## config.mk

```make
export PLATFORM = sky130hd
export DESIGN_NAME = hsbs_muldiv
export DESIGN_NICKNAME = d
export VERILOG_FILES = /design/src/rtl/hsbs_pkg.sv /design/src/rtl/hsbs_muldiv.sv
export SDC_FILE = /design/constraint.sdc
export NUM_CORES = 1
export LEC_CHECK = 0
export BUFFER_PORTS_ARGS = -buffer_cell sky130_fd_sc_hd__buf_2
export CORE_MARGIN = 1
export CORE_UTILIZATION = 63
export DETAILED_ROUTE_END_ITERATION = 8
export MAX_ROUTING_LAYER = met4
export PLACE_DENSITY = 0.82
export REMOVE_ABC_BUFFERS = 1
export SYNTH_ARGS = -nofsm -noshare
export SYNTH_HDL_FRONTEND = slang
export SYNTH_SLANG_ARGS = --single-unit
```

## constraint.sdc

```tcl
create_clock -name clk_i -period 6.65 [get_ports clk_i]
set_clock_uncertainty 0.1 [all_clocks]
set_input_delay 0 -clock clk_i [delete_from_list [all_inputs] [get_ports clk_i]]
set_output_delay 0 -clock clk_i [all_outputs]
set_load 0.02 [all_outputs]
```

## src/rtl/hsbs_pkg.sv

```systemverilog
// ----------------------------------------------------------------------------
// hsbs_pkg
// Types and constants shared by the height-map box smoother.
// ----------------------------------------------------------------------------
package hsbs_pkg;

  localparam int unsigned PIX_W      = 8;
  localparam int unsigned SUM_W      = 12;  // nine bytes at most
  localparam int unsigned SCALE_W    = 16;
  localparam int unsigned PROD_W     = SUM_W + SCALE_W;
  localparam int unsigned DIVR_W     = 12;  // 255 * 9 at most
  localparam int unsigned QUO_W      = 16;
  localparam int unsigned ROW_OUT_W  = 12;
  localparam int unsigned COL_OUT_W  = 10;
  localparam int unsigned CFG_IDX_W  = 2;
  localparam int unsigned CFG_DATA_W = 16;
  localparam int unsigned REG_W_W    = 11;
  localparam int unsigned REG_H_W    = 13;

  // configuration register indexes
  localparam logic [CFG_IDX_W-1:0] CFG_IMAGE_WIDTH  = 2'd0;
  localparam logic [CFG_IDX_W-1:0] CFG_IMAGE_HEIGHT = 2'd1;
  localparam logic [CFG_IDX_W-1:0] CFG_HEIGHT_SCALE = 2'd2;

  localparam logic [REG_W_W-1:0] IMAGE_WIDTH_RST  = 11'd1024;
  localparam logic [REG_H_W-1:0] IMAGE_HEIGHT_RST = 13'd1024;
  localparam logic [SCALE_W-1:0] HEIGHT_SCALE_RST = 16'd256;

  localparam logic [PIX_W-1:0] FULL_SCALE = 8'd255;

  // which sample an input releases, in emission order
  typedef enum logic [1:0] {
    EM_UP_LEFT = 2'd0,
    EM_UP      = 2'd1,
    EM_LEFT    = 2'd2,
    EM_HERE    = 2'd3
  } emit_e;

  // 3x3 window, [row][col]; row 2 / col 2 is the newest
  typedef logic [2:0][2:0][PIX_W-1:0] win_t;

  typedef struct packed {
    logic [2:0] row_mask;
    logic [2:0] col_mask;
  } nb_mask_t;

  typedef struct packed {
    logic               start;
    logic [SUM_W-1:0]   sum;
    logic [SCALE_W-1:0] scale;
    logic [DIVR_W-1:0]  divisor;
  } div_req_t;

  typedef struct packed {
    logic             done;
    logic [QUO_W-1:0] quotient;
  } div_rsp_t;

endpackage

```

## src/rtl/hsbs_muldiv.sv

```systemverilog
// ----------------------------------------------------------------------------
// hsbs_muldiv
// Shared scale unit: a multiply, then a 16-step restoring divide.
// ----------------------------------------------------------------------------
module hsbs_muldiv (
  input  logic               clk_i,
  input  logic               rst_ni,
  input  hsbs_pkg::div_req_t req_i,
  output hsbs_pkg::div_rsp_t rsp_o
);
  import hsbs_pkg::*;

  localparam int unsigned STEP_W = $clog2(QUO_W);

  typedef enum logic [2:0] {
    D_IDLE = 3'b001,
    D_MUL  = 3'b010,
    D_STEP = 3'b100
  } dstate_e;

  dstate_e             state_q, state_d;
  logic                done_q, done_d;
  logic [STEP_W-1:0]   step_q, step_d;
  logic [SUM_W-1:0]    a_q, a_d;
  logic [SCALE_W-1:0]  b_q, b_d;
  logic [DIVR_W-1:0]   dvs_q, dvs_d;
  logic [DIVR_W-1:0]   rem_q, rem_d;
  logic [QUO_W-1:0]    acc_q, acc_d;

  logic [PROD_W-1:0]   prod;
  logic [DIVR_W:0]     rem_ext;
  logic [DIVR_W:0]     diff;
  logic                take;

  always_comb begin
    prod    = PROD_W'(a_q) * PROD_W'(b_q);
    rem_ext = {rem_q, acc_q[QUO_W-1]};
    diff    = rem_ext - {1'b0, dvs_q};
    take    = rem_ext >= {1'b0, dvs_q};

    state_d = state_q;
    done_d  = 1'b0;
    step_d  = step_q;
    a_d     = a_q;
    b_d     = b_q;
    dvs_d   = dvs_q;
    rem_d   = rem_q;
    acc_d   = acc_q;

    unique case (state_q)
      D_IDLE: begin
        if (req_i.start) begin
          a_d     = req_i.sum;
          b_d     = req_i.scale;
          dvs_d   = req_i.divisor;
          state_d = D_MUL;
        end
      end
      D_MUL: begin
        // quotient never exceeds 16 bits, so the high part starts below the divisor
        rem_d   = prod[PROD_W-1:QUO_W];
        acc_d   = prod[QUO_W-1:0];
        step_d  = '0;
        state_d = D_STEP;
      end
      D_STEP: begin
        rem_d  = take ? diff[DIVR_W-1:0] : rem_ext[DIVR_W-1:0];
        acc_d  = {acc_q[QUO_W-2:0], take};
        step_d = step_q + STEP_W'(1);
        if (step_q == '1) begin
          done_d  = 1'b1;
          state_d = D_IDLE;
        end
      end
      default: state_d = D_IDLE;
    endcase
  end

  always_ff @(posedge clk_i or negedge rst_ni) begin
    if (!rst_ni) begin
      state_q <= D_IDLE;
      done_q  <= 1'b0;
      step_q  <= '0;
    end else begin
      state_q <= state_d;
      done_q  <= done_d;
      step_q  <= step_d;
    end
  end

  always_ff @(posedge clk_i) begin
    a_q   <= a_d;
    b_q   <= b_d;
    dvs_q <= dvs_d;
    rem_q <= rem_d;
    acc_q <= acc_d;
  end

  assign rsp_o.done     = done_q;
  assign rsp_o.quotient = acc_q;

endmodule

```

# Word-level counts from Yosys, hierarchy flattened
# Index checks and enable logic that the tools add are counted.
# totals
regBits,76
input_bits,43
output_inout_bits,17
wordCells,30
# classes
addsub,2
mul,1
n_lt_le_gt_ge,1
n_eq_ne,6
mux,9
reduce_logical,3
# ops
op,count
16-bit one-hot mux with 2 select lines,1
12-bit by 16-bit multiplier with 28-bit output,1
12-bit one-hot mux with 2 select lines,1
13-bit by 12-bit greater-or-equal comparator with 1-bit output,1
12-bit two-way mux,1
12-bit subtractor,1
3-bit one-hot mux with 3 select lines,1
4-bit one-hot mux with 2 select lines,1
3-bit two-way mux,2
4-bit by 1-bit adder with 4-bit output (second input constant),1
4-bit == test (second input constant),1
2-bit != test (second input constant),2
2-bit AND reduction,2
3-bit by 1-bit == test with 1-bit output (second input constant),1
3-bit by 2-bit == test with 1-bit output (second input constant),1
3-bit == test (second input constant),1
1-bit two-way mux,2
2-bit nonzero test,1

# Depth between registers and ports, before layout
# logic_depth
depth_word,3
ltp_mapped,21
mapped_depth_nobuf,19

# Least setup slack after synthesis
# No wires, ideal clock.
# synth_timing
path_type,flip-flop to flip-flop
start,register a_q[11]
end,register rem_q[8] (data pin)
setup_time_ps,272
t_arrival_ps,4934
t_required_ps,6278
slack_ps,1345
stages_incl_launch_ff,19
path_buffers,1
period_less_slack_ps,5305
path_cell_list,edfxtp_1 clkbuf_1 nand2_1 fa_1 fa_1 inv_1 fa_1 fa_1 inv_1 fa_1 inv_1 ha_1 a21oi_1 nand2_1 o211ai_1 o211ai_1 a41oi_1 xor2_1 mux2i_1
# synth_via
elab_chain_cells,2
# synth_rtl
item,line_no,rtl
"start, declared",hsbs_muldiv.sv:24,"logic [SUM_W-1:0] a_q, a_d;"
"start signal, assigned",hsbs_muldiv.sv:92,a_q <= a_d;
12-bit by 16-bit multiplier with 28-bit output,hsbs_muldiv.sv:36,prod = PROD_W'(a_q) * PROD_W'(b_q);
12-bit one-hot mux with 2 select lines,hsbs_muldiv.sv:50,unique case (state_q)
named net rem_d[8],hsbs_muldiv.sv:27,"logic [DIVR_W-1:0] rem_q, rem_d;"
"end signal, assigned",hsbs_muldiv.sv:95,rem_q <= rem_d;
"end, declared",hsbs_muldiv.sv:27,
# The timed path passes the listed nets, and every way through them passes these cells.
# A chain may end at the register's enable or synchronous reset.

# Final worst setup path
# layout_timing
start,register a_q[11]
end,register rem_q[10] (data pin)
# Same word-level chain as after synthesis.

==> impl_metrics.py <==
metrics = {
    "timing": {
        "relSlewSlack_pct": 23.5,
        "final.period_utilization_pct": 87.9,
        "slew_viol_final": 0,
        "rsz0062_at_grt": "false",
        "period_needed_ns": 5.85,
        "worst_pin_slew_ns": 1.14,
        "setup_tns_ns": 0,
        "fmax_ghz": 0.171,
        "hold_viol": 0,
        "finalSetupViolations": 0,
    },
    "yosys": {
        "syn_area_um2": 9600,
        "synth_area_per_cell_um2": 9.52,
        "ys_types": 51,
        "yosysSeqAreaShare_pct": 23.4,
        "ys_async_sr_fraction_pct": 10.5,
        "ys_top_cells_by_area": "fa_1, edfxtp_1, ha_1",
        "synth_top_cell_area_share_pct": 29.4,
        "yosysTopAreaCell": "fa_1",
        "synth-warning-count": 0,
        "synth-main-ff-cell": "edfxtp_1",
        "synth-edff-count": 68,
        "syn-instance-count": 1009,
        "synth-seq-cells": 76,
    },
    "clock_network": {
        "clkLatencyLatePin_ns": 0.36,
        "clk_pin_slew_ns": 0.08,
        "clockRootBuffer": "clkbuf_16",
        "cts_sinks": 76,
        "clockBufferDepth": 2,
        "cts_buffers": 9,
        "post-cts-setup-buffers": 0,
        "cts_tree": "built",
        "htreeDepth": 3,
    },
    "status": {
        "status": "complete, but fails checks",
        "violations": "DRC",
    },
    "detailed_routing": {
        "drtIter0Drc": 465,
        "viasPerCell": 5.50,
        "vias": 6999,
        "drtPass1Iterations": 7,
        "drc": 2,
        "ant_nets": 0,
        "wl_um": 19900,
        "wl_per_cell_um": 15.6,
    },
    "layout": {
        "syn_to_final_growth_pct": 11.3,
        "drive_gt1_share_pct": 8.73,
        "antennaDiodeCount": 0,
        "nNetsFinal": 1346,
        "post-route-util_pct": 72.7,
    },
    "setup_path": {
        "critPathMaxStageDelay_ns": 0.69,
        "slowest_stage": "edfxtp_1",
        "cp-end-kind": "register",
        "cp_data_required_time_ns": 6.65,
        "crit_fanout": 16,
        "cp.arrival_ns": 5.85,
        "crit_top_cell": "fa_1",
        "worstSetupPathType": "register to register",
        "cp_cell_sequence": "nand2_1 -> fa_1 -> fa_1 -> inv_1 -> fa_1 -> fa_1 -> inv_1 -> fa_1 -> inv_1 -> ha_1 -> a21oi_1 -> nand2_1 -> o211ai_1 -> a21oi_1 -> a31oi_1 -> xor2_1 -> o21ai_0",
        "crit_path_start_kind": "register",
    },
    "global_routing": {
        "grt_pass1_vias": 7424,
        "grt_max_degree": 43,
        "grt_usage_pct": 28.7,
        "overflow": 0,
        "grt_first_pass_wirelength_um": 34100,
        "grt_antenna_before_repair": 0,
    },
    "place": {
        "gp_congestion": 0.931,
        "numPortBuffers": 59,
        "post-dp-hpwl_um": 15300,
    },
    "die": {
        "rows": 44,
        "dieArea_um2": 15700,
        "num_io_pins": 60,
        "dieWidth_um": 125,
        "core_um2": 14700,
        "die_y_um": 125,
        "start_util_pct": 65.3,
    },
    "run": {
        "maxCapViolations": 0,
    },
    "worst_hold_path": {
        "hold_class": "input pin to async pin",
    },
}
## worst max-delay path, delay by kind of cell (launching register included)
kind                       cells  cell delay [ns]
and+or+nand+nor                2             0.23
buffers and inverters          3             0.15
DFF                            1             0.69
AOI/OAI and AO/OA              5             1.22
adders and majority gates      6             3.05
xor gates and xnor gates       1             0.16
## sequential cells by signal (all words and copies together) (netlist names)
signal	cells
state_q	3
step_q	4
rem_q	12
acc_q	16
a_q	12
done_q	1
dvs_q	12
b_q	16
## stage by stage
| stage | cell area, um2 | worst slack (ns) | hold slack, ns | instances |
|---|---|---|---|---|
| 2_1_floorplan | 9420 | 1.30 | -0.396 | 967 |
| 3_3_place_gp | 9980 | 1.01 | -0.250 | 1213 |
| 3_5_place_dp | 9980 | 0.847 | -0.249 | 1213 |
| 4_1_cts | 10700 | 0.847 | 0.00773 | 1272 |
| 5_1_grt | 10700 | 0.552 | 0.0145 | 1272 |
| 6_report | 10700 | 0.804 | 0.0143 | 1272 |
## layout make-up
cell class                      count  area (um2)
Tap cell                          184         230
Clock inverter                      7        50.0
Inverter                          197         739
Sequential cell                    76        2240
Fill cell                        1083        4010
Timing Repair Buffer              105         748
Multi-Input combinational cell    694        6450
Clock buffer                        9         225
## layer usage
layer | vias up | wire length (um) | track usage [%]
li1 | 3316 | - | -
met1 | 3449 | 8030 | 33.2
met2 | 202 | 10400 | 51.3
met3 | 32 | 982 | 3.68
met4 | 0 | 478 | 9.76
met5 | - | 0 | -
## final timing paths
path / start / endpoint / slack [ns] / cells past startpoint
worst max register to register: a_q[11] / rem_q[10] / 0.80 / 17
max in group asynchronous: rst_ni / step_q[2] / 5.70 / 3
worst min-delay path: rst_ni / state_q[0] / 0.01 / 2
worst max-delay path: a_q[11] / rem_q[10] / 0.80 / 17
worst min register to register: state_q[2] / state_q[1] / 0.41 / 1
min in group clk_i: req_i[31] / a_q[3] / 0.25 / 2
## synth_stat cells, types with 10 or more instances
library cell,n
nand2_1,176
clkbuf_1,32
o21ai_0,33
a21oi_1,44
fa_1,141
o211ai_1,10
mux2i_1,12
inv_1,197
edfxtp_1,68
xor2_1,25
and2_1,65
ha_1,79
nor2_1,24
## cell usage in the layout (no fill, tap or decap), types with 3 or more instances in the layout
cell / Yosys / layout
o211ai_1: 10 / 10
o21bai_1: 4 / 4
xnor2_1: 8 / 8
buf_2: 4 / 59
mux2_2: 6 / 6
and2_1: 65 / 65
mux2i_1: 12 / 12
ha_1: 79 / 79
o21ai_0: 33 / 33
inv_1: 197 / 197
dfrtp_1: 7 / 7
nor2b_1: 3 / 3
nand2b_1: 6 / 6
o21a_1: 6 / 6
xor2_1: 25 / 25
dlygate4sd3_1: 0 / 43
a21oi_1: 44 / 43
a211o_1: 3 / 3
nor2_1: 24 / 23
nor3_1: 6 / 5
nand3_1: 5 / 5
a21o_1: 4 / 4
edfxtp_1: 68 / 68
fa_1: 141 / 141
buf_4: 5 / 3
nand2_1: 176 / 176
clkbuf_16: 0 / 9
a31oi_1: 5 / 5
## logic make-up (layout without fill, tap and decap cells)
family,after synthesis,in the layout,synth area share [%]
AOI/OAI and AO/OA,127,127,8.27
xor gates and xnor gates,33,33,3.01
adders and majority gates,220,220,39.7
buffers and inverters,239,318,9.67
DFF,76,76,23.4
muxes,18,18,1.95
and+or+nand+nor,296,296,14.1
## what timing repair did
item                      CTS  global route
hold buffers               43             0
resized for setup           0             0
hold endpoints to repair   50             0
Power is not shown: default switching activity piles up to over one toggle a cycle in this logic, so the estimate is an artifact.
