`src/rtl/hsbs_pkg.sv`:
```
// ----------------------------------------------------------------------------
// hsbs_pkg
// Types and constants shared by the height-map box smoother.
// ----------------------------------------------------------------------------
package hsbs_pkg;

  localparam int unsigned PIX_W      = 8;
  localparam int unsigned SUM_W      = 12;  // nine bytes at most
  localparam int unsigned SCALE_W    = 16;
  localparam int unsigned PROD_W     = SUM_W + SCALE_W;
  localparam int unsigned DIVR_W     = 12;  // 255 * 9 at most
  localparam int unsigned QUO_W      = 16;
  localparam int unsigned ROW_OUT_W  = 12;
  localparam int unsigned COL_OUT_W  = 10;
  localparam int unsigned CFG_IDX_W  = 2;
  localparam int unsigned CFG_DATA_W = 16;
  localparam int unsigned REG_W_W    = 11;
  localparam int unsigned REG_H_W    = 13;

  // configuration register indexes
  localparam logic [CFG_IDX_W-1:0] CFG_IMAGE_WIDTH  = 2'd0;
  localparam logic [CFG_IDX_W-1:0] CFG_IMAGE_HEIGHT = 2'd1;
  localparam logic [CFG_IDX_W-1:0] CFG_HEIGHT_SCALE = 2'd2;

  localparam logic [REG_W_W-1:0] IMAGE_WIDTH_RST  = 11'd1024;
  localparam logic [REG_H_W-1:0] IMAGE_HEIGHT_RST = 13'd1024;
  localparam logic [SCALE_W-1:0] HEIGHT_SCALE_RST = 16'd256;

  localparam logic [PIX_W-1:0] FULL_SCALE = 8'd255;

  // which sample an input releases, in emission order
  typedef enum logic [1:0] {
    EM_UP_LEFT = 2'd0,
    EM_UP      = 2'd1,
    EM_LEFT    = 2'd2,
    EM_HERE    = 2'd3
  } emit_e;

  // 3x3 window, [row][col]; row 2 / col 2 is the newest
  typedef logic [2:0][2:0][PIX_W-1:0] win_t;

  typedef struct packed {
    logic [2:0] row_mask;
    logic [2:0] col_mask;
  } nb_mask_t;

  typedef struct packed {
    logic               start;
    logic [SUM_W-1:0]   sum;
    logic [SCALE_W-1:0] scale;
    logic [DIVR_W-1:0]  divisor;
  } div_req_t;

  typedef struct packed {
    logic             done;
    logic [QUO_W-1:0] quotient;
  } div_rsp_t;

endpackage

```
`src/rtl/hsbs_window_sum.sv`:
```
// ----------------------------------------------------------------------------
// hsbs_window_sum
// Masked sum of the 3x3 window and the matching divisor 255 * count.
// ----------------------------------------------------------------------------
module hsbs_window_sum (
  input  hsbs_pkg::win_t                win_i,
  input  hsbs_pkg::nb_mask_t            mask_i,
  output logic [hsbs_pkg::SUM_W-1:0]    sum_o,
  output logic [hsbs_pkg::DIVR_W-1:0]   divisor_o
);
  import hsbs_pkg::*;

  logic [2:0][SUM_W-1:0] row_sum;
  logic [1:0]            n_rows;
  logic [1:0]            n_cols;
  logic [3:0]            count;

  always_comb begin
    for (int j = 0; j < 3; j++) begin
      row_sum[j] = '0;
      for (int m = 0; m < 3; m++) begin
        if (mask_i.row_mask[j] && mask_i.col_mask[m]) begin
          row_sum[j] = row_sum[j] + SUM_W'(win_i[j][m]);
        end
      end
    end
    sum_o     = row_sum[0] + row_sum[1] + row_sum[2];
    n_rows    = 2'($countones(mask_i.row_mask));
    n_cols    = 2'($countones(mask_i.col_mask));
    count     = 4'(n_rows) * 4'(n_cols);
    divisor_o = DIVR_W'(count) * DIVR_W'(FULL_SCALE);
  end

endmodule

```
`config.mk`:
```
export PLATFORM = sky130hd
export DESIGN_NAME = hsbs_window_sum
export DESIGN_NICKNAME = d
export VERILOG_FILES = /design/src/rtl/hsbs_pkg.sv /design/src/rtl/hsbs_window_sum.sv
export SDC_FILE = /design/constraint.sdc
export NUM_CORES = 1
export LEC_CHECK = 0
export BUFFER_PORTS_ARGS = -buffer_cell sky130_fd_sc_hd__buf_4
export CORE_MARGIN = 2
export CORE_UTILIZATION = 25
export DETAILED_ROUTE_END_ITERATION = 16
export GPL_TIMING_DRIVEN = 0
export PLACE_DENSITY = 0.47
export SYNTH_ARGS = -nofsm -noshare
export SYNTH_HDL_FRONTEND = slang
export SYNTH_SLANG_ARGS = --single-unit
```
`constraint.sdc`:
```
create_clock -name vclk -period 6.7
set_input_delay 1.005 -clock vclk [all_inputs]
set_output_delay 1.005 -clock vclk [all_outputs]
set_load 0.01 [all_outputs]
```
# Word-level counts from Yosys, hierarchy flattened
# Index checks and enable logic that the tools add are counted.
[classes]
n_reduce_logical = 9
n_mux = 9
mul = 2
addsub = 12
[ops]
columns = ["operator", "n"]
rows = [
  ["$add 12x8->12", 6],
  ["$mux 12", 6],
  ["$add 12x12->12", 2],
  ["$mux 8", 3],
  ["$mul 4x8->12 const B", 1],
  ["$logic_and 1x1->1", 9],
  ["$add 1x1->2", 2],
  ["$add 2x1->2", 2],
  ["$mul 2x2->4", 1],
]
[word_totals]
ff_bits = 0
inputBits = 78

# Longest topological paths before layout
# Gate-level depths: netlist of the first run.
[logic_depth]
word_depth = 8
mapped_depth = 27

# Least setup slack after synthesis of the first run
# Ideal clock, no wire load.
[synth_path]
kind = "input-to-output"
from = "input mask_i[3] (netlist bit)"
to = "output sum_o[10] (netlist bit)"
setup_slack_ns = -0.092
t_arrival_ns = 5.787
n_path_buf = 1
stages = 25
cell_sequence = "clkbuf_1 -> and2_1 -> nand2_1 -> inv_1 -> ha_1 -> inv_1 -> fa_1 -> nor2b_1 -> o21ai_1 -> a21oi_1 -> xor2_1 -> a31o_2 -> ha_1 -> inv_1 -> nor2_1 -> a2111oi_0 -> nor3_1 -> xor2_1 -> o21ai_0 -> fa_1 -> inv_1 -> ha_1 -> or4_1 -> a211o_1 -> o211ai_1"
[synth_between]
elab_chain_cells = 8
word_cells_on_any_way = 10
[synth_rtl]
columns = ["element", "line", "source"]
rows = [
  ["start, declared", "hsbs_window_sum.sv:7", "input hsbs_pkg::nb_mask_t mask_i,"],
  ["$logic_and 1x1->1", "hsbs_window_sum.sv:22", "if (mask_i.row_mask[j] && mask_i.col_mask[m]) begin"],
  ["$mux 8", "hsbs_window_sum.sv:22", ""],
  ["$add 12x8->12", "hsbs_window_sum.sv:23", "row_sum[j] = row_sum[j] + SUM_W'(win_i[j][m]);"],
  ["$mux 12", "hsbs_window_sum.sv:22", ""],
  ["$add 12x8->12", "hsbs_window_sum.sv:23", ""],
  ["$mux 12 *", "hsbs_window_sum.sv:22", ""],
  ["$add 12x12->12 * (2 in a row)", "hsbs_window_sum.sv:27", "sum_o = row_sum[0] + row_sum[1] + row_sum[2];"],
  ["end, declared", "hsbs_window_sum.sv:8", "output logic [hsbs_pkg::SUM_W-1:0] sum_o,"],
]
# Mark *: on every way between the ends. The rest lies on a longest branch, timed or not.

# Worst setup path after layout of the first run
[layout_path]
from = "input mask_i[0] (netlist bit)"
to = "output sum_o[10] (netlist bit)"
[layout_between]
elab_chain_cells = 8
word_cells_on_any_way = 20
[layout_rtl]
columns = ["element", "line"]
rows = [
  ["$logic_and 1x1->1", "hsbs_window_sum.sv:22"],
  ["$mux 8", "hsbs_window_sum.sv:22"],
  ["$add 12x8->12", "hsbs_window_sum.sv:23"],
  ["$mux 12", "hsbs_window_sum.sv:22"],
  ["$add 12x8->12", "hsbs_window_sum.sv:23"],
  ["$mux 12", "hsbs_window_sum.sv:22"],
  ["$add 12x12->12", "hsbs_window_sum.sv:27"],
  ["$add 12x12->12 *", "hsbs_window_sum.sv:27"],
]
# Marks and branches as above.

==> results of run 1 <==
per-layer routing:
layer	up-vias	track usage	part of all wire
met4	0	0.0150	0.012
met1	2041	0.204	0.45
met3	10	0.00692	0.044
met5	-	0	0
met2	107	0.285	0.49
li1	2192	-	-
cell type report:
cell class                 instances  share of cell area
tap                              216              0.0458
buffer                            12              0.0150
multi-input combinational        473               0.730
timing repair buffer             132               0.173
inverter                          56              0.0360
worst paths after layout:
kind / startpoint / endpoint / slack [ps] / cells past startpoint
hold / removal: win_i[40] / sum_o[0] / 2680 / 5
setup / recovery: mask_i[0] / sum_o[10] / -140 / 26
per-stage QoR:
| stage | setup WS [ps] | std cells | util |
|---|---|---|---|
| floorplan | 1.69 | 544 | - |
| global placement | -1120 | 860 | 0.319 |
| detailed placement | -1110 | 860 | 0.319 |
| CTS | -91.9 | 878 | 0.356 |
| global route | -377 | 889 | 0.373 |
| finish | -138 | 889 | 0.373 |
what timing repair did:
item / in CTS / in global routing
pin swaps: 50 / 45
setup endpoints to repair: 8 / 5
gates resized for setup: 104 / 39
setup buffers: 21 / 11
hold endpoints to repair: 0 / 0
power by group through the flow:
| stage | clock network (µW) | registers (µW) | logic, µW |
|---|---|---|---|
| 2_1_floorplan | 0 | 0 | 458 |
| 3_3_place_gp | 0 | 0 | 706 |
| 3_5_place_dp | 0 | 0 | 716 |
| 4_1_cts | 0 | 0 | 790 |
| 5_1_grt | 0 | 0 | 923 |
| 6_report | 0 | 0 | 826 |
worst max-delay path: cells and delay by family:
family	cells	cell delay [ps]
xor+xnor	2	160
mux	1	240
simple gates	4	790
compound gates	9	1560
buf+inv	5	580
fa+ha+maj	5	1500
cell usage in the layout (no fill, tap or decap), types with 5 or more instances in the layout:
| cell | count |
|---|---|
| nor2_1 | 37 |
| nor2b_1 | 6 |
| a211oi_1 | 5 |
| mux2i_1 | 8 |
| o21ai_0 | 12 |
| fa_1 | 20 |
| nand2b_1 | 7 |
| o21bai_1 | 5 |
| a211oi_2 | 7 |
| a21oi_2 | 11 |
| o21a_1 | 7 |
| nand3_1 | 11 |
| nand2_1 | 44 |
| ha_4 | 16 |
| and2_1 | 5 |
| xnor2_1 | 22 |
| o21ai_2 | 9 |
| buf_4 | 128 |
| o21ai_1 | 13 |
| xor2_1 | 17 |
| inv_1 | 46 |
| inv_2 | 9 |
| nor3b_1 | 5 |
| a21o_1 | 12 |
| ha_1 | 54 |
| o22ai_2 | 5 |
| nor3_1 | 15 |
| a21oi_1 | 23 |
| and3_1 | 12 |
| nand2_2 | 6 |
kinds of logic after synthesis:
family / Yosys count / share of synthesized area
xor gates and xnor gates: 43 / 0.0936
adders and majority gates: 97 / 0.344
buffers and inverters: 71 / 0.0697
muxes: 13 / 0.0336
AOI/OAI and AO/OA: 147 / 0.251
and+or+nand+nor: 173 / 0.208
==> results.py, run 1 <==
metrics = {
    "run_status": {
        "status": "complete, but fails checks",
        "violations": "setup timing",
    },
    "yosys": {
        "yosysSeqAreaShare": 0,
        "synth_cells": 544,
        "syn_area_um2": 4020,
        "syn-num-nets": 718,
        "yosys_warnings": 0,
        "synth_top_area_frac": 0.227,
        "synthTopCellsByArea": "ha_1 23%, fa_1 11%, xnor2_1 5.7%, inv_1 5.2%, nand2_1 4.9%",
        "synth_commonest_cells": "73 x ha_1, 56 x inv_1, 52 x nand2_1",
        "syn_area_per_cell_um2": 7.40,
        "synth_top_area_cell": "ha_1",
        "ys_types": 61,
        "yosysMostFrequentCell": "ha_1",
    },
    "timing": {
        "max_slew_margin": 0.570,
        "post-route-min-period_ps": 6840,
        "setup_slack_ps": -138,
        "slew_violations": 0,
        "max_freq_mhz": 146,
        "grt_setup_unrepaired": "yes",
        "worstMarginPinSlew_ps": 646,
        "finalSetupViolations": 3,
        "fin_setup_tns_ps": -153,
        "hold_viol": 0,
        "period_share": 1.02,
        "whs_ps": 2680,
    },
    "power_and_ir_drop": {
        "p_int_uw": 417,
        "ir_worst_vdd_mv": 0.148,
        "clockPowerShare": 0,
        "switching_share": 0.495,
        "power_uw": 826,
        "comb_power_share": 1.000,
        "powerDensity_nw_per_um2": 140,
        "p_switching_uw": 409,
        "p_leak_uw": 0.00282,
        "seqPwrFrac": 0,
    },
    "detailed_routing": {
        "vias_per_cell": 4.89,
        "dr.pass1.iters": 6,
        "vias": 4350,
        "drt_iter0_markers": 146,
        "drc": 0,
        "route.antenna.remaining_nets": 0,
        "wl_per_cell_um": 15.0,
        "wl_mm": 13.3,
    },
    "global_routing": {
        "grt.total_usage": 0.153,
        "grt_pass1_vias": 4474,
        "antenna_found_initial": 0,
        "grt_max_degree": 13,
        "grt-ovfl-total": 0,
        "grt_pass1_wl_mm": 21.2,
    },
    "die": {
        "ioPinCount": 102,
        "die_area_um2": 17100,
        "die_w_um": 131,
        "rows": 46,
        "coreArea_um2": 15800,
        "start_util": 0.254,
        "die-height_um": 131,
    },
    "placement": {
        "hpwlAfterDp_mm": 10.8,
        "placed_cell_area_um2": 5050,
        "numPortBuffers": 100,
        "gp_congestion": 0.845,
    },
    "finish": {
        "multi_input_area_um2": 4310,
        "area_delta_synth_final_pct": 46.8,
        "nNetsFinal": 849,
        "fin_area_um2": 5910,
        "regArea_um2": 0,
        "nClkBuffers": 0,
        "nFillCells": 1687,
        "drive_gt1_frac": 0.374,
        "seq_cell_count": 0,
        "num_antenna_cells": 0,
    },
    "min_path": {
        "hp-class": "in -> out",
    },
    "worst_setup_path": {
        "required_ps": 5690,
        "cp-end-kind": "output pin",
        "max_stage_delay_ps": 490,
        "cp.arrival_ps": 5830,
        "cpMaxStageDelayCell": "or4_4",
        "path_class": "in -> out",
        "worstPathMaxFanout": 4,
        "cp-start-kind": "input pin",
    },
    "cts": {
        "ctsHoldBuffers": 0,
    },
    "run": {
        "max_cap_violations": 0,
    },
}
(Power assumes the default switching activity.)
==> run 2: changes to the inputs <==
Settings changed: CAP_MARGIN from default to 15, CORE_ASPECT_RATIO from default to 1.75.
==> results.py, run 2 (synthesis results as in run 1) <==
metrics = {
    "run_status": {
        "status": "complete, but fails checks",
        "violations": "setup timing",
    },
    "die": {
        "start_util": 0.255,
        "ioPinCount": 102,
        "die-height_um": 172,
        "die_area_um2": 17200,
        "die_w_um": 99.9,
        "rows": 61,
        "coreArea_um2": 15800,
    },
    "worst_setup_path": {
        "cpMaxStageDelayCell": "fa_1",
        "cpMostUsedCell": "ha_4",
        "path_class": "in -> out",
        "cp-start-kind": "input pin",
        "critPathLaunch": "mask_i[0]",
        "max_stage_delay_ps": 560,
        "worstPathMaxFanout": 4,
        "crit_chain": "buf_12 -> and2_4 -> nand2_4 -> inv_4 -> ha_4 -> fa_2 -> o21ai_2 -> a21oi_2 -> a2111oi_2 -> nor2_1 -> xnor2_1 -> o22ai_1 -> ha_1 -> o21a_1 -> o31a_1 -> o41ai_2 -> o21ba_4 -> fa_1 -> inv_2 -> ha_4 -> or4_4 -> a211o_1 -> o211ai_1 -> buf_4",
        "required_ps": 5690,
        "cp.arrival_ps": 5900,
        "cp-end-kind": "output pin",
    },
    "timing": {
        "worstMarginPinSlew_ps": 616,
        "period_share": 1.03,
        "max_freq_mhz": 145,
        "slew_violations": 0,
        "hold_viol": 0,
        "post-route-min-period_ps": 6910,
        "grt_setup_unrepaired": "yes",
        "setup_slack_ps": -207,
        "finalSetupViolations": 3,
        "max_slew_margin": 0.589,
    },
    "detailed_routing": {
        "dr.pass1.iters": 4,
        "vias_per_cell": 5.07,
        "drc": 0,
        "vias": 4412,
        "wl_per_cell_um": 15.6,
        "drt_iter0_markers": 170,
        "route.antenna.remaining_nets": 0,
        "wl_mm": 13.6,
    },
    "finish": {
        "drive_gt1_frac": 0.377,
        "nFillCells": 1602,
        "fin_area_um2": 5940,
        "layout_commonest_cell": "buf_4",
        "regArea_um2": 0,
        "final_cell_mix": "137 x buf_4, 55 x ha_1, 49 x inv_1",
        "area_delta_synth_final_pct": 47.6,
        "nClkBuffers": 0,
        "seq_cell_count": 0,
        "nNetsFinal": 857,
        "num_antenna_cells": 0,
        "multi_input_area_um2": 4310,
    },
    "cts": {
        "ctsHoldBuffers": 0,
    },
    "global_routing": {
        "grt-ovfl-total": 0,
        "grt_pass1_vias": 4559,
        "grt_pass1_wl_mm": 21.0,
        "grt_max_degree": 13,
        "grt.total_usage": 0.151,
        "antenna_found_initial": 0,
    },
    "placement": {
        "pre_cts_ws_ps": -1280,
        "gp_congestion": 0.888,
        "hpwlAfterDp_mm": 11.2,
        "numPortBuffers": 100,
        "placed_cell_area_um2": 5010,
    },
    "min_path": {
        "hp-class": "in -> out",
        "hold_start": "win_i[16]",
    },
    "power_and_ir_drop": {
        "power_uw": 842,
        "p_leak_uw": 0.00288,
        "ir_worst_vdd_mv": 0.185,
        "powerDensity_nw_per_um2": 142,
    },
    "run": {
        "max_cap_violations": 0,
    },
}
[run 2: changes by cell type in the layout (fill, tap and decap cells not counted), moves of 3 or more]
cell / change
buf_4: +9
inv_1: +3
inv_2: -4
nand2_1: +3
o22ai_1: +3
o22ai_2: -3
[run 2: timing repair]
item | in CTS | in global routing
pin swaps | 27 | 44
endpoints found under the setup margin | 10 | 5
endpoints found under the hold margin | 0 | 0
resized for setup | 75 | 71
buffers inserted | 25 | 15
[run 2: per-stage QoR]
step / TNS [ps] / util / hold slack [ps] / cells
after floorplan: 0 / - / 2450 / 544
after global routing: -988 / 0.376 / 2670 / 870
final: -305 / 0.376 / 2630 / 870
after global placement: -6290 / 0.317 / 2650 / 833
after CTS: -671 / 0.348 / 2640 / 855
after detailed placement: -6890 / 0.317 / 2640 / 833
[run 2: layout make-up]
cell class,instances,area share
inverter,56,0.0362
buffer,12,0.0139
tap,189,0.0398
timing repair buffer,140,0.184
multi-input combinational,473,0.726
[run 2: report_power, final]
group | switching (µW) | internal [µW] | total (µW)
clock | 0 | 0 | 0
combinational | 415 | 427 | 842
sequential | 0 | 0 | 0
[run 2: worst paths after layout]
check,end,cells past startpoint
hold / removal,sum_o[0],5
setup / recovery,sum_o[10],24
[run 2: per-layer routing]
| layer | wire length (µm) | global-route usage |
|---|---|---|
| met5 | 0 | 0 |
| met1 | 5080 | 0.159 |
| met3 | 420 | 0.0114 |
| met4 | 461 | 0.0542 |
| met2 | 7610 | 0.305 |
[run 2: critical path, delay by kind of cell]
family          cells  cell delay (ps)
compound gates     10             1910
xor+xnor            1              230
fa+ha+maj           5             1550
buf+inv             4              370
simple gates        4              840
==> run 3: changes to the inputs <==
Settings changed: CORE_UTILIZATION 25 to 45, PLACE_DENSITY 0.47 to 0.74.
==> results.py, run 3 (synthesis results as in run 1) <==
metrics = {
    "worst_setup_path": {
        "worstPathMaxFanout": 4,
        "path_class": "in -> out",
        "cp.arrival_ps": 5750,
        "required_ps": 5690,
        "cp-end-kind": "output pin",
        "cp-start-kind": "input pin",
    },
    "die": {
        "rows": 45,
        "coreArea_um2": 8670,
        "ioPinCount": 102,
        "die-height_um": 129,
        "start_util": 0.464,
        "die_w_um": 75.5,
        "die_area_um2": 9740,
    },
    "timing": {
        "finalSetupViolations": 1,
        "post-route-min-period_ps": 6760,
        "slew_violations": 0,
        "hold_viol": 0,
        "max_freq_mhz": 148,
        "worstMarginPinSlew_ps": 646,
        "max_slew_margin": 0.570,
        "grt_setup_unrepaired": "yes",
        "setup_slack_ps": -58.5,
        "period_share": 1.01,
    },
    "global_routing": {
        "grt-ovfl-total": 0,
        "grt_pass1_vias": 4510,
        "grt_max_degree": 13,
        "grt.total_usage": 0.241,
        "antenna_found_initial": 0,
        "grt_pass1_wl_mm": 19.0,
    },
    "min_path": {
        "hold_start": "win_i[16]",
        "hp-class": "in -> out",
        "hold_end": "sum_o[0]",
        "hold_depth": 5,
    },
    "finish": {
        "num_antenna_cells": 0,
        "regArea_um2": 0,
        "final_cell_mix": "125 x buf_4, 54 x ha_1, 47 x inv_1",
        "seq_cell_count": 0,
        "final_cells": 785,
        "nNetsFinal": 844,
        "nClkBuffers": 0,
        "area_delta_synth_final_pct": 43.1,
        "nFillCells": 765,
        "layout_commonest_cell": "buf_4",
        "drive_gt1_frac": 0.368,
    },
    "detailed_routing": {
        "route.antenna.remaining_nets": 0,
        "vias": 4550,
        "drt_iter0_markers": 198,
        "dr.pass1.iters": 7,
        "wl_per_cell_um": 16.0,
        "wl_mm": 12.6,
        "vias_per_cell": 5.80,
        "drc": 0,
    },
    "power_and_ir_drop": {
        "p_leak_uw": 0.00279,
        "ir_worst_vdd_mv": 0.197,
        "power_uw": 840,
        "powerDensity_nw_per_um2": 146,
    },
    "run_status": {
        "status": "complete, but fails checks",
        "violations": "setup timing",
    },
    "placement": {
        "gp_congestion": 0.914,
        "placed_cells": 761,
        "numPortBuffers": 100,
        "hpwlAfterDp_mm": 9.62,
    },
    "run": {
        "max_cap_violations": 0,
    },
}
[run 3: critical path, stage by stage]
cell	delay, ps
buf_12	100
and2_4	160
nand2_4	60
inv_2	40
ha_4	150
fa_2	380
xor2_1	170
nand2_1	120
xnor2_2	190
nor2_4	180
ha_4	240
a21o_1	170
a21oi_2	170
nor2_1	60
o31a_1	310
o41ai_2	280
o21ba_4	200
fa_1	530
inv_2	50
ha_4	150
or4_4	480
a211o_1	260
o211ai_1	110
buf_4	160
[run 3: area by class of cell]
cell class / count / area, µm² / share of cell area
multi-input combinational: 473 / 4330 / 0.752
timing repair buffer: 127 / 991 / 0.172
inverter: 56 / 210 / 0.0365
tap: 117 / 146 / 0.0254
buffer: 12 / 82.6 / 0.0143
[run 3: layer usage]
| metal | global-route usage | vias to the layer above | routed length (µm) |
|---|---|---|---|
| met1 | 0.253 | 2169 | 4400 |
| met5 | 0 | - | 0 |
| met3 | 0.0210 | 34 | 612 |
| met4 | 0.0795 | 0 | 474 |
| li1 | - | 2186 | - |
| met2 | 0.474 | 161 | 7070 |
[run 3: worst max path at each step]
stage,cells after the start,to,startpoint
after floorplan,25,sum_o[10],mask_i[0]
after global placement,27,sum_o[10],mask_i[0]
after detailed placement,27,sum_o[10],mask_i[0]
after CTS,24,sum_o[10],mask_i[0]
after global routing,27,sum_o[10],mask_i[0]
final,24,sum_o[10],mask_i[4]
[run 3: timing repair]
| item | in CTS | in global routing |
|---|---|---|
| setup buffers | 14 | 13 |
| setup endpoints to repair | 8 | 6 |
| pin swaps | 32 | 56 |
| cloned | 0 | 0 |
| gates resized for setup | 67 | 81 |
| hold buffers | 0 | 0 |
[run 3: power breakdown]
part	switching, µW	internal (µW)	total, µW
clock	0	0	0
combinational	415	425	840
sequential	0	0	0
[run 3: metrics by stage]
step | hold WS [ps] | instance area (µm²) | setup slack (ps) | setup TNS [ps] | utilization
after detailed placement | 2650 | 4920 | -1010 | -4980 | 0.568
final | 2650 | 5760 | -58.5 | -58.5 | 0.664
after CTS | 2650 | 5260 | -163 | -197 | 0.607
after global routing | 2670 | 5760 | -272 | -517 | 0.664
after global placement | 2630 | 4920 | -949 | -4180 | 0.568
after floorplan | 2450 | 4030 | 1.69 | 0 | -
